### src/hw/rtl/bmpd_pkg.sv
// ---------------------------------------------------------------------------
// bmpd_pkg
// Shared types and constants of the 24-bit BMP stream decoder.
// ---------------------------------------------------------------------------
package bmpd_pkg;

    typedef enum logic [2:0] {
        PH_HDR  = 3'd0,
        PH_SKIP = 3'd1,
        PH_PIX  = 3'd2,
        PH_DONE = 3'd3,
        PH_ERR  = 3'd4,
        PH_BIG  = 3'd5
    } t_phase;

    typedef enum logic [1:0] {
        ST_WORK = 2'd0,
        ST_OK   = 2'd1,
        ST_FMT  = 2'd2,
        ST_BIG  = 2'd3
    } t_status;

    // which byte of a BGR triple comes next
    localparam logic [1:0] BIP_BLUE  = 2'd0;
    localparam logic [1:0] BIP_GREEN = 2'd1;
    localparam logic [1:0] BIP_RED   = 2'd2;

    // byte positions of the last byte of each checked header field
    localparam logic [31:0] POS_SIG_B      = 32'd0;
    localparam logic [31:0] POS_SIG_M      = 32'd1;
    localparam logic [31:0] POS_OFFSET_END = 32'd13;
    localparam logic [31:0] POS_HSIZE_END  = 32'd17;
    localparam logic [31:0] POS_WIDTH_END  = 32'd21;
    localparam logic [31:0] POS_HEIGHT_END = 32'd25;
    localparam logic [31:0] POS_BPP_END    = 32'd29;
    localparam logic [31:0] POS_COMPR_END  = 32'd33;
    localparam logic [31:0] POS_HDR_LAST   = 32'd53;
    localparam logic [31:0] HDR_LEN        = 32'd54;

    localparam logic [7:0]  SIG_B         = 8'h42;
    localparam logic [7:0]  SIG_M         = 8'h4D;
    localparam logic [31:0] MIN_INFO_SIZE = 32'd40;
    localparam logic [15:0] BPP_24        = 16'd24;

    typedef struct packed {
        logic        emit;
        logic        pixel_valid;
        logic [7:0]  red;
        logic [7:0]  green;
        logic [7:0]  blue;
        logic [11:0] row;
        logic [11:0] column;
        logic [12:0] width;
        logic [12:0] height;
        t_status     status;
    } t_result;

endpackage

### src/hw/rtl/bmpd_core.sv
// ---------------------------------------------------------------------------
// bmpd_core
// Header parser, offset skipper and pixel unpacker; one byte per step.
// ---------------------------------------------------------------------------
module bmpd_core #(
    parameter int MAX_WIDTH  = 4096,
    parameter int MAX_HEIGHT = 4096
) (
    input  logic              i_clk,
    input  logic              i_rst_n,
    input  logic              i_step,
    input  logic [7:0]        i_byte,
    input  logic              i_end,
    output bmpd_pkg::t_result o_res
);
    import bmpd_pkg::*;

    localparam int WW = $clog2(MAX_WIDTH + 1);
    localparam int HW = $clog2(MAX_HEIGHT + 1);
    localparam int RX = (HW > 12) ? HW : 12;
    localparam int CX = (WW > 12) ? WW : 12;
    localparam int WX = (WW > 13) ? WW : 13;
    localparam int HX = (HW > 13) ? HW : 13;
    localparam logic [31:0] MAX_W32 = 32'(MAX_WIDTH);
    localparam logic [31:0] MAX_H32 = 32'(MAX_HEIGHT);

    t_phase          r_phase, n_phase;
    logic [31:0]     r_pos, n_pos;
    logic [31:0]     r_acc, n_acc;
    logic [31:0]     r_offset, n_offset;
    logic [WW-1:0]   r_width, n_width;
    logic [HW-1:0]   r_height, n_height;
    logic            r_bottom_up, n_bottom_up;
    logic            r_big, n_big;
    logic [HW-1:0]   r_row, n_row;
    logic [WW-1:0]   r_col, n_col;
    logic [1:0]      r_bip, n_bip;
    logic [1:0]      r_pad, n_pad;
    logic [7:0]      r_blue, n_blue;
    logic [7:0]      r_green, n_green;

    logic [31:0]     acc_n, pos_n, mag;
    logic [WW-1:0]   col_n;
    logic [HW-1:0]   row_n;
    logic            fail_fmt, fail_big, hdr_done, skip_done, row_end, last_row, have_pix;
    logic [RX-1:0]   row_ext;
    logic [CX-1:0]   col_ext;
    logic [WX-1:0]   width_ext;
    logic [HX-1:0]   height_ext;

    assign acc_n = {i_byte, r_acc[31:8]};
    assign pos_n = r_pos + 32'd1;
    assign mag   = acc_n[31] ? (32'd0 - acc_n) : acc_n;
    assign col_n = r_col + WW'(1);
    assign row_n = r_row + HW'(1);

    always_comb begin
        n_pos       = r_pos;
        n_acc       = r_acc;
        n_offset    = r_offset;
        n_width     = r_width;
        n_height    = r_height;
        n_bottom_up = r_bottom_up;
        n_big       = r_big;
        n_row       = r_row;
        n_col       = r_col;
        n_bip       = r_bip;
        n_pad       = r_pad;
        n_blue      = r_blue;
        n_green     = r_green;
        fail_fmt    = 1'b0;
        fail_big    = 1'b0;
        hdr_done    = 1'b0;
        skip_done   = 1'b0;
        row_end     = 1'b0;
        last_row    = 1'b0;
        have_pix    = 1'b0;
        if (i_step && (r_phase inside {PH_HDR, PH_SKIP, PH_PIX})) begin
            if (i_end) begin
                fail_fmt = 1'b1;
            end else begin
                case (r_phase)
                    PH_HDR: begin
                        n_acc = acc_n;
                        n_pos = pos_n;
                        case (r_pos)
                            POS_SIG_B: fail_fmt = (i_byte != SIG_B);
                            POS_SIG_M: fail_fmt = (i_byte != SIG_M);
                            POS_OFFSET_END: n_offset = acc_n;
                            POS_HSIZE_END: fail_fmt = (acc_n < MIN_INFO_SIZE);
                            POS_WIDTH_END: begin
                                if (acc_n[31] || acc_n == 32'd0) begin
                                    fail_fmt = 1'b1;
                                end else if (acc_n > MAX_W32) begin
                                    n_big = 1'b1;
                                end else begin
                                    n_width = acc_n[WW-1:0];
                                end
                            end
                            POS_HEIGHT_END: begin
                                if (acc_n == 32'd0) begin
                                    fail_fmt = 1'b1;
                                end else begin
                                    // negative height means rows stored top-down
                                    n_bottom_up = !acc_n[31];
                                    if (mag > MAX_H32) begin
                                        n_big = 1'b1;
                                    end else begin
                                        n_height = mag[HW-1:0];
                                    end
                                end
                            end
                            POS_BPP_END: fail_fmt = (acc_n[31:16] != BPP_24);
                            POS_COMPR_END: fail_fmt = (acc_n != 32'd0);
                            POS_HDR_LAST: begin
                                if (r_offset < HDR_LEN) begin
                                    fail_fmt = 1'b1;
                                end else if (r_big) begin
                                    fail_big = 1'b1;
                                end else begin
                                    hdr_done = 1'b1;
                                end
                            end
                            default: ;
                        endcase
                    end
                    PH_SKIP: begin
                        n_pos     = pos_n;
                        skip_done = (pos_n == r_offset);
                    end
                    PH_PIX: begin
                        if (r_pad != 2'd0) begin
                            n_pad   = r_pad - 2'd1;
                            row_end = (r_pad == 2'd1);
                        end else begin
                            case (r_bip)
                                BIP_BLUE: begin
                                    n_blue = i_byte;
                                    n_bip  = BIP_GREEN;
                                end
                                BIP_GREEN: begin
                                    n_green = i_byte;
                                    n_bip   = BIP_RED;
                                end
                                default: begin
                                    n_bip    = BIP_BLUE;
                                    have_pix = 1'b1;
                                    if (col_n < r_width) begin
                                        n_col = col_n;
                                    end else begin
                                        // row padding count equals width mod 4 for 3-byte pixels
                                        n_col   = '0;
                                        n_pad   = r_width[1:0];
                                        row_end = (r_width[1:0] == 2'd0);
                                    end
                                end
                            endcase
                        end
                        if (row_end) begin
                            n_row    = row_n;
                            last_row = (row_n >= r_height);
                        end
                    end
                    default: ;
                endcase
            end
        end
        if (fail_fmt || fail_big) begin
            n_width  = '0;
            n_height = '0;
        end
    end

    always_comb begin
        n_phase = r_phase;
        if (fail_fmt) begin
            n_phase = PH_ERR;
        end else if (fail_big) begin
            n_phase = PH_BIG;
        end else if (hdr_done) begin
            n_phase = (r_offset == HDR_LEN) ? PH_PIX : PH_SKIP;
        end else if (skip_done) begin
            n_phase = PH_PIX;
        end else if (last_row) begin
            n_phase = PH_DONE;
        end
    end

    assign row_ext    = r_bottom_up ? (RX'(r_height) - RX'(1) - RX'(r_row)) : RX'(r_row);
    assign col_ext    = CX'(r_col);
    assign width_ext  = WX'(r_width);
    assign height_ext = HX'(r_height);

    always_comb begin
        o_res.emit        = fail_fmt || fail_big || have_pix || last_row;
        o_res.pixel_valid = have_pix;
        o_res.red         = have_pix ? i_byte : 8'd0;
        o_res.green       = have_pix ? r_green : 8'd0;
        o_res.blue        = have_pix ? r_blue : 8'd0;
        o_res.row         = have_pix ? row_ext[11:0] : 12'd0;
        o_res.column      = have_pix ? col_ext[11:0] : 12'd0;
        o_res.width       = (fail_fmt || fail_big) ? 13'd0 : width_ext[12:0];
        o_res.height      = (fail_fmt || fail_big) ? 13'd0 : height_ext[12:0];
        if (fail_fmt) begin
            o_res.status = ST_FMT;
        end else if (fail_big) begin
            o_res.status = ST_BIG;
        end else if (last_row) begin
            o_res.status = ST_OK;
        end else begin
            o_res.status = ST_WORK;
        end
    end

    always_ff @(posedge i_clk) begin
        if (!i_rst_n) begin
            r_phase     <= PH_HDR;
            r_pos       <= '0;
            r_acc       <= '0;
            r_offset    <= '0;
            r_width     <= '0;
            r_height    <= '0;
            r_bottom_up <= 1'b1;
            r_big       <= 1'b0;
            r_row       <= '0;
            r_col       <= '0;
            r_bip       <= BIP_BLUE;
            r_pad       <= '0;
            r_blue      <= '0;
            r_green     <= '0;
        end else begin
            r_phase     <= n_phase;
            r_pos       <= n_pos;
            r_acc       <= n_acc;
            r_offset    <= n_offset;
            r_width     <= n_width;
            r_height    <= n_height;
            r_bottom_up <= n_bottom_up;
            r_big       <= n_big;
            r_row       <= n_row;
            r_col       <= n_col;
            r_bip       <= n_bip;
            r_pad       <= n_pad;
            r_blue      <= n_blue;
            r_green     <= n_green;
        end
    end

endmodule

### src/hw/rtl/bmp24_stream_decoder.sv
// ---------------------------------------------------------------------------
// bmp24_stream_decoder
// Streaming decoder for uncompressed 24-bit BMP files, one file byte a word.
// ---------------------------------------------------------------------------
// Usage:
//   input channel: i_in_valid / o_in_stall carry one file byte a word
//   (i_data_byte), or an end marker (i_stream_end high, byte ignored).
//   output channel: o_out_valid / i_out_stall carry one result word: a
//   pixel with its destination row and column, or a status word when the
//   image is finished (status 1), malformed (2) or too large (3).
//   Most bytes give no result word.
//   A byte passes through the input register, then is decoded into the
//   result register. Throughput: one byte per cycle while the receiver
//   does not stall, set by the single decode step between the input and
//   result registers; the input register doubles as a one-word skid so a
//   byte is still taken while a result waits.
//   When the receiver stalls with a result pending and a byte is held in
//   the input register, o_in_stall rises until the result is taken.
//   Reset clears the parser to the start of a file; after a finish or an
//   error all further bytes are swallowed until the next reset.
// ---------------------------------------------------------------------------
module bmp24_stream_decoder #(
    parameter int MAX_WIDTH  = 4096,
    parameter int MAX_HEIGHT = 4096
) (
    input  logic        i_clk,
    input  logic        i_rst_n,
    input  logic        i_in_valid,
    output logic        o_in_stall,
    input  logic [7:0]  i_data_byte,
    input  logic        i_stream_end,
    output logic        o_out_valid,
    input  logic        i_out_stall,
    output logic        o_pixel_valid,
    output logic [7:0]  o_red,
    output logic [7:0]  o_green,
    output logic [7:0]  o_blue,
    output logic [11:0] o_pixel_row,
    output logic [11:0] o_pixel_column,
    output logic [12:0] o_image_width,
    output logic [12:0] o_image_height,
    output logic [1:0]  o_status
);
    import bmpd_pkg::*;

    logic      r_in_vld;
    logic [7:0] r_in_byte;
    logic      r_in_end;
    logic      r_out_vld;
    t_result   r_out;
    t_result   core_res;
    logic      advance;
    logic      in_take;

    // decode may run unless a finished result is stuck at the output
    assign advance    = !(r_out_vld && i_out_stall);
    assign o_in_stall = r_in_vld && !advance;
    assign in_take    = i_in_valid && !o_in_stall;

    bmpd_core #(
        .MAX_WIDTH  (MAX_WIDTH),
        .MAX_HEIGHT (MAX_HEIGHT)
    ) u_core (
        .i_clk   (i_clk),
        .i_rst_n (i_rst_n),
        .i_step  (r_in_vld && advance),
        .i_byte  (r_in_byte),
        .i_end   (r_in_end),
        .o_res   (core_res)
    );

    always_ff @(posedge i_clk) begin
        if (!i_rst_n) begin
            r_in_vld  <= 1'b0;
            r_out_vld <= 1'b0;
        end else begin
            if (in_take) begin
                r_in_vld <= 1'b1;
            end else if (advance) begin
                r_in_vld <= 1'b0;
            end
            if (advance) begin
                r_out_vld <= r_in_vld && core_res.emit;
            end
        end
    end

    always_ff @(posedge i_clk) begin
        if (in_take) begin
            r_in_byte <= i_data_byte;
            r_in_end  <= i_stream_end;
        end
        if (advance && r_in_vld && core_res.emit) begin
            r_out <= core_res;
        end
    end

    assign o_out_valid    = r_out_vld;
    assign o_pixel_valid  = r_out.pixel_valid;
    assign o_red          = r_out.red;
    assign o_green        = r_out.green;
    assign o_blue         = r_out.blue;
    assign o_pixel_row    = r_out.row;
    assign o_pixel_column = r_out.column;
    assign o_image_width  = r_out.width;
    assign o_image_height = r_out.height;
    assign o_status       = r_out.status;

endmodule

### config.mk
export PLATFORM = sky130hd
export DESIGN_NAME = bmp24_stream_decoder
export DESIGN_NICKNAME = d
export VERILOG_FILES = /design/src/hw/rtl/bmpd_pkg.sv /design/src/hw/rtl/bmpd_core.sv /design/src/hw/rtl/bmp24_stream_decoder.sv
export SDC_FILE = /design/constraint.sdc
export NUM_CORES = 1
export LEC_CHECK = 0
export BUFFER_PORTS_ARGS = -buffer_cell sky130_fd_sc_hd__buf_4
export CAP_MARGIN = 0
export CORE_UTILIZATION = 50
export DETAILED_ROUTE_END_ITERATION = 10
export GPL_TIMING_DRIVEN = 1
export PLACE_DENSITY = 0.68
export SYNTH_ARGS = -nofsm -noshare
export SYNTH_HDL_FRONTEND = slang
export SYNTH_HIERARCHICAL = 1
export SYNTH_SLANG_ARGS = --single-unit
### constraint.sdc
create_clock -name i_clk -period 8.3 [get_ports i_clk]
set_clock_uncertainty 0.05 [all_clocks]
set_input_delay 0.415 -clock i_clk [delete_from_list [all_inputs] [get_ports i_clk]]
set_output_delay 0.415 -clock i_clk [all_outputs]
set_load 0.1 [all_outputs]
== Word level (Yosys, flattened, before mapping) ==
Cells that the tools add are included.

* Bits in registers: 261
* Bits of input ports: 13
* Output and inout bits: 79
* Logic and storage cells: 179

* Add/sub/neg operators: 7
* $lt $le $gt $ge: 6
* Eq/ne operators: 24
* Multiplexer cells: 59
* Bitwise logic cells: 8
* Reduce and logical (&&, ||, !) cells: 45

{| class="wikitable"
|+ Operator list
! operator !! count
|-
| 32-bit by 5-bit == test with 1-bit output (second input constant) || 4
|-
| 32-bit by 6-bit == test with 1-bit output (second input constant) || 3
|-
| 32-bit by 13-bit > comparator with 1-bit output (second input constant) || 2
|-
| 32-bit zero test || 2
|-
| 32-bit by 6-bit less-than comparator with 1-bit output (second input constant) || 2
|-
| 1-bit 2-to-1 mux || 44
|-
| 32-bit by 1-bit adder with 32-bit output (second input constant) || 1
|-
| 32-bit by 1-bit == test with 1-bit output (second input constant) || 1
|-
| 32-bit == test || 1
|-
| 32-bit by 4-bit == test with 1-bit output (second input constant) || 1
|-
| 32-bit 2-to-1 mux || 1
|-
| 32-bit nonzero test || 1
|-
| 1-bit by 32-bit subtractor with 32-bit output (first input constant) || 1
|-
| 13-bit by 1-bit adder with 13-bit output (second input constant) || 2
|-
| 5-bit AND reduction || 5
|-
| 16-bit by 5-bit inequality test with 1-bit output (second input constant) || 1
|-
| 8-bit by 7-bit inequality test with 1-bit output (second input constant) || 2
|-
| 3-bit 2-to-1 mux || 5
|-
| 13-bit greater-or-equal comparator || 1
|-
| 13-bit less-than comparator || 1
|-
| 13-bit 2-to-1 mux || 1
|-
| 12-bit 2-to-1 mux || 1
|-
| 4-bit AND reduction || 3
|-
| 6-bit AND reduction || 2
|-
| other kinds (26) || 61
|}

== Logic depth before layout (Yosys ltp) ==
* Word-level depth: 17
* Gate-level depth with buffers: 15
* Depth with buffers taken out: 15

== Hierarchy ==
The synthesis kept the hierarchy.

{| class="wikitable"
|+ Modules (own cells, without submodules)
! module !! instances !! cells an instance !! area each (um2) !! sequential area each (um2)
|-
| bmpd_core || 1 || 1393 || 10692.8 || 3303.2
|-
| bmp24_stream_decoder || 1 || 96 || 2673.8 || 2622.5
|}

== Worst setup path after synthesis ==
Ideal clock, no wire load.

* Path type: flip-flop to flip-flop
* Start: reg u_core.r_col[0] (netlist: u_core/col_ext[0])
* End: reg r_out, in the netlist o_blue[0] (enable)
* Library setup time: 538 ps
* Arrival: 6644 ps
* Data required time: 7712 ps
* Setup slack: 1069 ps
* Cell stages (with the launch flop): 15
* Buffers on the path: 0
* Period minus slack after synthesis: 7231 ps
* Cell sequence: dfxtp_1 ha_1 and3_1 and3_1 and3_1 nand3_1 xnor2_1 ha_1 nand4_1 o31ai_1 a22o_1 o21ai_0 nand3_1 nand2_1 a21oi_1

{| class="wikitable"
|+ RTL lines
! item !! line !! RTL
|-
| start: declaration || bmpd_core.sv:36 || <nowiki>logic [WW-1:0] r_col, n_col;</nowiki>
|-
| start signal: assignment || bmpd_core.sv:241 || <nowiki>r_col <= n_col;</nowiki>
|-
| end signal: assignment || bmp24_stream_decoder.sv:94 || <nowiki>r_out <= core_res;</nowiki>
|-
| end: declaration || bmp24_stream_decoder.sv:50 || <nowiki>t_result r_out;</nowiki>
|}

==> run summary <==
TritonCTS clock tree: done
Setup TNS: 0 ns
Post-synth ARST share: 0
critical path required time: 8.41 ns
multi-input logic area: 6818 sq um
Syn Nets: 1545
Seq. cell area: 5926 sq um
Peak VDD IR: 0.0001925 V
post-synth top area cell: dfxtp_1
endpoints failing hold: 0
count of final max-slew check failures: 0
static leakage: 5.770 nW
outcome: finished, violations left
full die area: 27390 sq um
pwr dens: 177.4 nW/um^2
period utilisation layout: 0.6564
synth warn: 6
Clk Latency, worst-skew pair: 0.54 ns
Gate power share: 0.057
Clock Tree Root: clkbuf_16
DRC: 22
drt via density: 5.771
initial antenna violation count: 0
family with the most delay on the worst path: compound AO/OA/AOI/OAI gates
Initial Util: 0.5115
share of cells above drive strength 1: 0.1063
IO Pins: 92
post-place setup slack: 2.864 ns
Final ANT Viol Nets: 0
vias in the first global route: 10040
Crit Path Max Fanout: 77
Max Clk Rate: 183.5 MHz
ys flop type: dfxtp_1
site row count: 59
RSZ-0062 raised after global routing: no
crit path cell chain: ha_1, and3_1, and3_1, and3_1, nand3_1, xnor2_1, ha_1, nand4_1, o31ai_1, a22o_1, o21ai_0, nand3_1, nand2_1, a21oi_4, buf_4
post-CTS resize count: 0
NumNets Final: 1587
internal power: 2.064 mW
Post-synth top cells: nor2_1 (201), dfxtp_1 (167), nand2_1 (145)
Sw Pwr: 0.6243 mW
most used cell along the critical path: and3_1
top-count cell post-synth: nor2_1
Worst-Margin Slew: 1.153 ns
clock power share: 0.458
Mean Syn Cell Area: 8.977 sq um
Max Cap Viol: 0
EDFF count, synth: 86
port buffer count: 91
CTS Sinks: 253
first-pass GRT wire length: 53030 microns
Netlist cell types: 78
critical path class: flop to flop
vias post-DR: 10890
clock slew at reported path FFs: 0.06 ns
cts bufs inserted: 27
wire length per cell: 17.69 microns
crit path max-delay cell type: buf_4
#FFs+latches synth: 253
number of DRC markers in iteration 0: 898
CTS Hold Bufs: 9
max_slew headroom: 0.2297
ANT cells: 0
worst path buffer plus inverter count: 1
Crit. End Element: flop
first-pass iteration count of the detailed router: 9
DIE WIDTH: 165.5 microns
Total GRT Usage: 0.2426
part of the Yosys area used for sequential elements: 0.4433
htree depth: 1
max incr delay on CP: 0.76 ns
Setup Viol. Count Final: 0
Die H: 165.5 microns
core region area: 26130 sq um
P&R area growth vs syn: 13.36%
main area contributors after synthesis: dfxtp_1 (25%), edfxtp_1 (19%), nor2_1 (5.6%)
Placer Congestion: 0.9254
minimum clock period: 5.448 ns
residual overflow from global routing: 0
final wirelength: 33380 microns
Sw Share: 0.2322
Syn Inst Count: 1489
Max Root-Sink Buffers: 3
Min-Delay Path Class: input pin to flop
hpwl dp: 22840 microns
largest net degree at the start of global routing: 78
Seq pwr share: 0.486
startpoint types: flop
Arr. time, crit path: 5.56 ns
share of the synthesized area in the top cell type: 0.2501
Fillers: 2376
PnR worst setup slack: 2.852 ns
Post-Syn Area: 13370 sq um
violated checks: design-rule violations
post-CTS setup buffers: 0
==> layout make-up <==
class	count	share of cell area
repair buffers	111	0.05648
well taps	335	0.02766
inverters	60	0.01495
clock buffers	33	0.04740
flip-flops and latches	253	0.3911
clock inverters	17	0.01247
multi-input cells	1078	0.4500
==> kinds of logic (layout without fill, tap and decap cells) <==
group | after synthesis | count (layout) | share of synthesized area
buffers and inverters | 158 | 221 | 0.04886
and+or+nand+nor | 631 | 631 | 0.2281
DFF | 253 | 253 | 0.4433
AOI/OAI and AO/OA | 200 | 200 | 0.09810
xor gates and xnor gates | 130 | 130 | 0.08518
adders and majority gates | 43 | 43 | 0.04081
muxes | 74 | 74 | 0.05560
==> per-stage QoR <==
step	total power [mW]	utilization	instance area [sq um]	hold WS, ns	cells
after floorplan	1.440	-	13370	0.3819	1489
after global placement	1.478	0.5417	14150	0.3911	1828
final	2.689	0.5798	15150	0.03611	1887
after detailed placement	1.480	0.5417	14150	0.3973	1828
after global routing	2.772	0.5798	15150	0.03460	1887
after CTS	2.712	0.5798	15150	0.01292	1887
==> path summary, 6_finish.rpt <==
check | depth (start not counted) | start | to | slack, ns
max | 15 | u_core/col_ext[0] | o_image_height[10] | 2.85
max reg2reg | 15 | u_core/col_ext[0] | o_image_height[10] | 2.85
min reg2reg | 2 | u_core/r_green[3] | u_core/r_green[3] | 0.40
min | 2 | i_in_valid | r_in_vld | 0.04
==> placed cells by master (no fill, tap or decap), drive strengths merged, types with 11 or more instances in the layout <==
| cell | netlist | final |
|---|---|---|
| a211oi | 17 | 17 |
| nand4 | 20 | 20 |
| xor2 | 44 | 44 |
| or4 | 11 | 11 |
| nor3 | 38 | 38 |
| a21oi | 66 | 66 |
| inv | 59 | 60 |
| clkinv | 1 | 12 |
| edfxtp | 86 | 86 |
| mux2i | 72 | 72 |
| nand3 | 51 | 51 |
| clkbuf | 79 | 33 |
| and3 | 66 | 66 |
| ha | 42 | 42 |
| nor4 | 39 | 39 |
| nand2 | 145 | 145 |
| dfxtp | 167 | 167 |
| xnor2 | 86 | 86 |
| nor2 | 201 | 201 |
| or3 | 13 | 13 |
| o21ai | 37 | 37 |
| buf | 19 | 102 |
==> sequential cells by signal (all words and copies together), names as in the netlist, 2 cells and up <==
signal             flops
o_status               2
u_core/r_row          13
u_core/r_acc          24
u_core/r_pad           2
u_core/r_width        13
u_core/r_bip           2
u_core/r_pos          32
u_core/r_green         8
u_core/height_ext     13
u_core/r_offset       32
o_green                8
o_pixel_row           12
o_image_width         13
u_core/r_phase         3
u_core/col_ext        13
u_core/r_blue          8
o_blue                 8
o_red                  8
o_pixel_column        12
r_in_byte              8
o_image_height        13
==> layer usage <==
| metal | GRT usage | vias up | share of wire |
|---|---|---|---|
| met1 | 0.3230 | 5154 | 0.44 |
| met5 | 0 | - | 0 |
| met3 | 0.03322 | 81 | 0.060 |
| li1 | - | 5321 | - |
| met2 | 0.4011 | 333 | 0.47 |
| met4 | 0.08512 | 0 | 0.033 |
==> power groups by stage <==
stage                     logic, mW  clock network [mW]  registers [mW]
after floorplan              0.0688                   0            1.37
after global placement        0.146                   0            1.33
after detailed placement      0.147                   0            1.33
after CTS                     0.151                1.26            1.31
after global routing          0.161                1.30            1.31
final                         0.152                1.23            1.31
No activity file was read; power rests on OpenSTA's default activity.
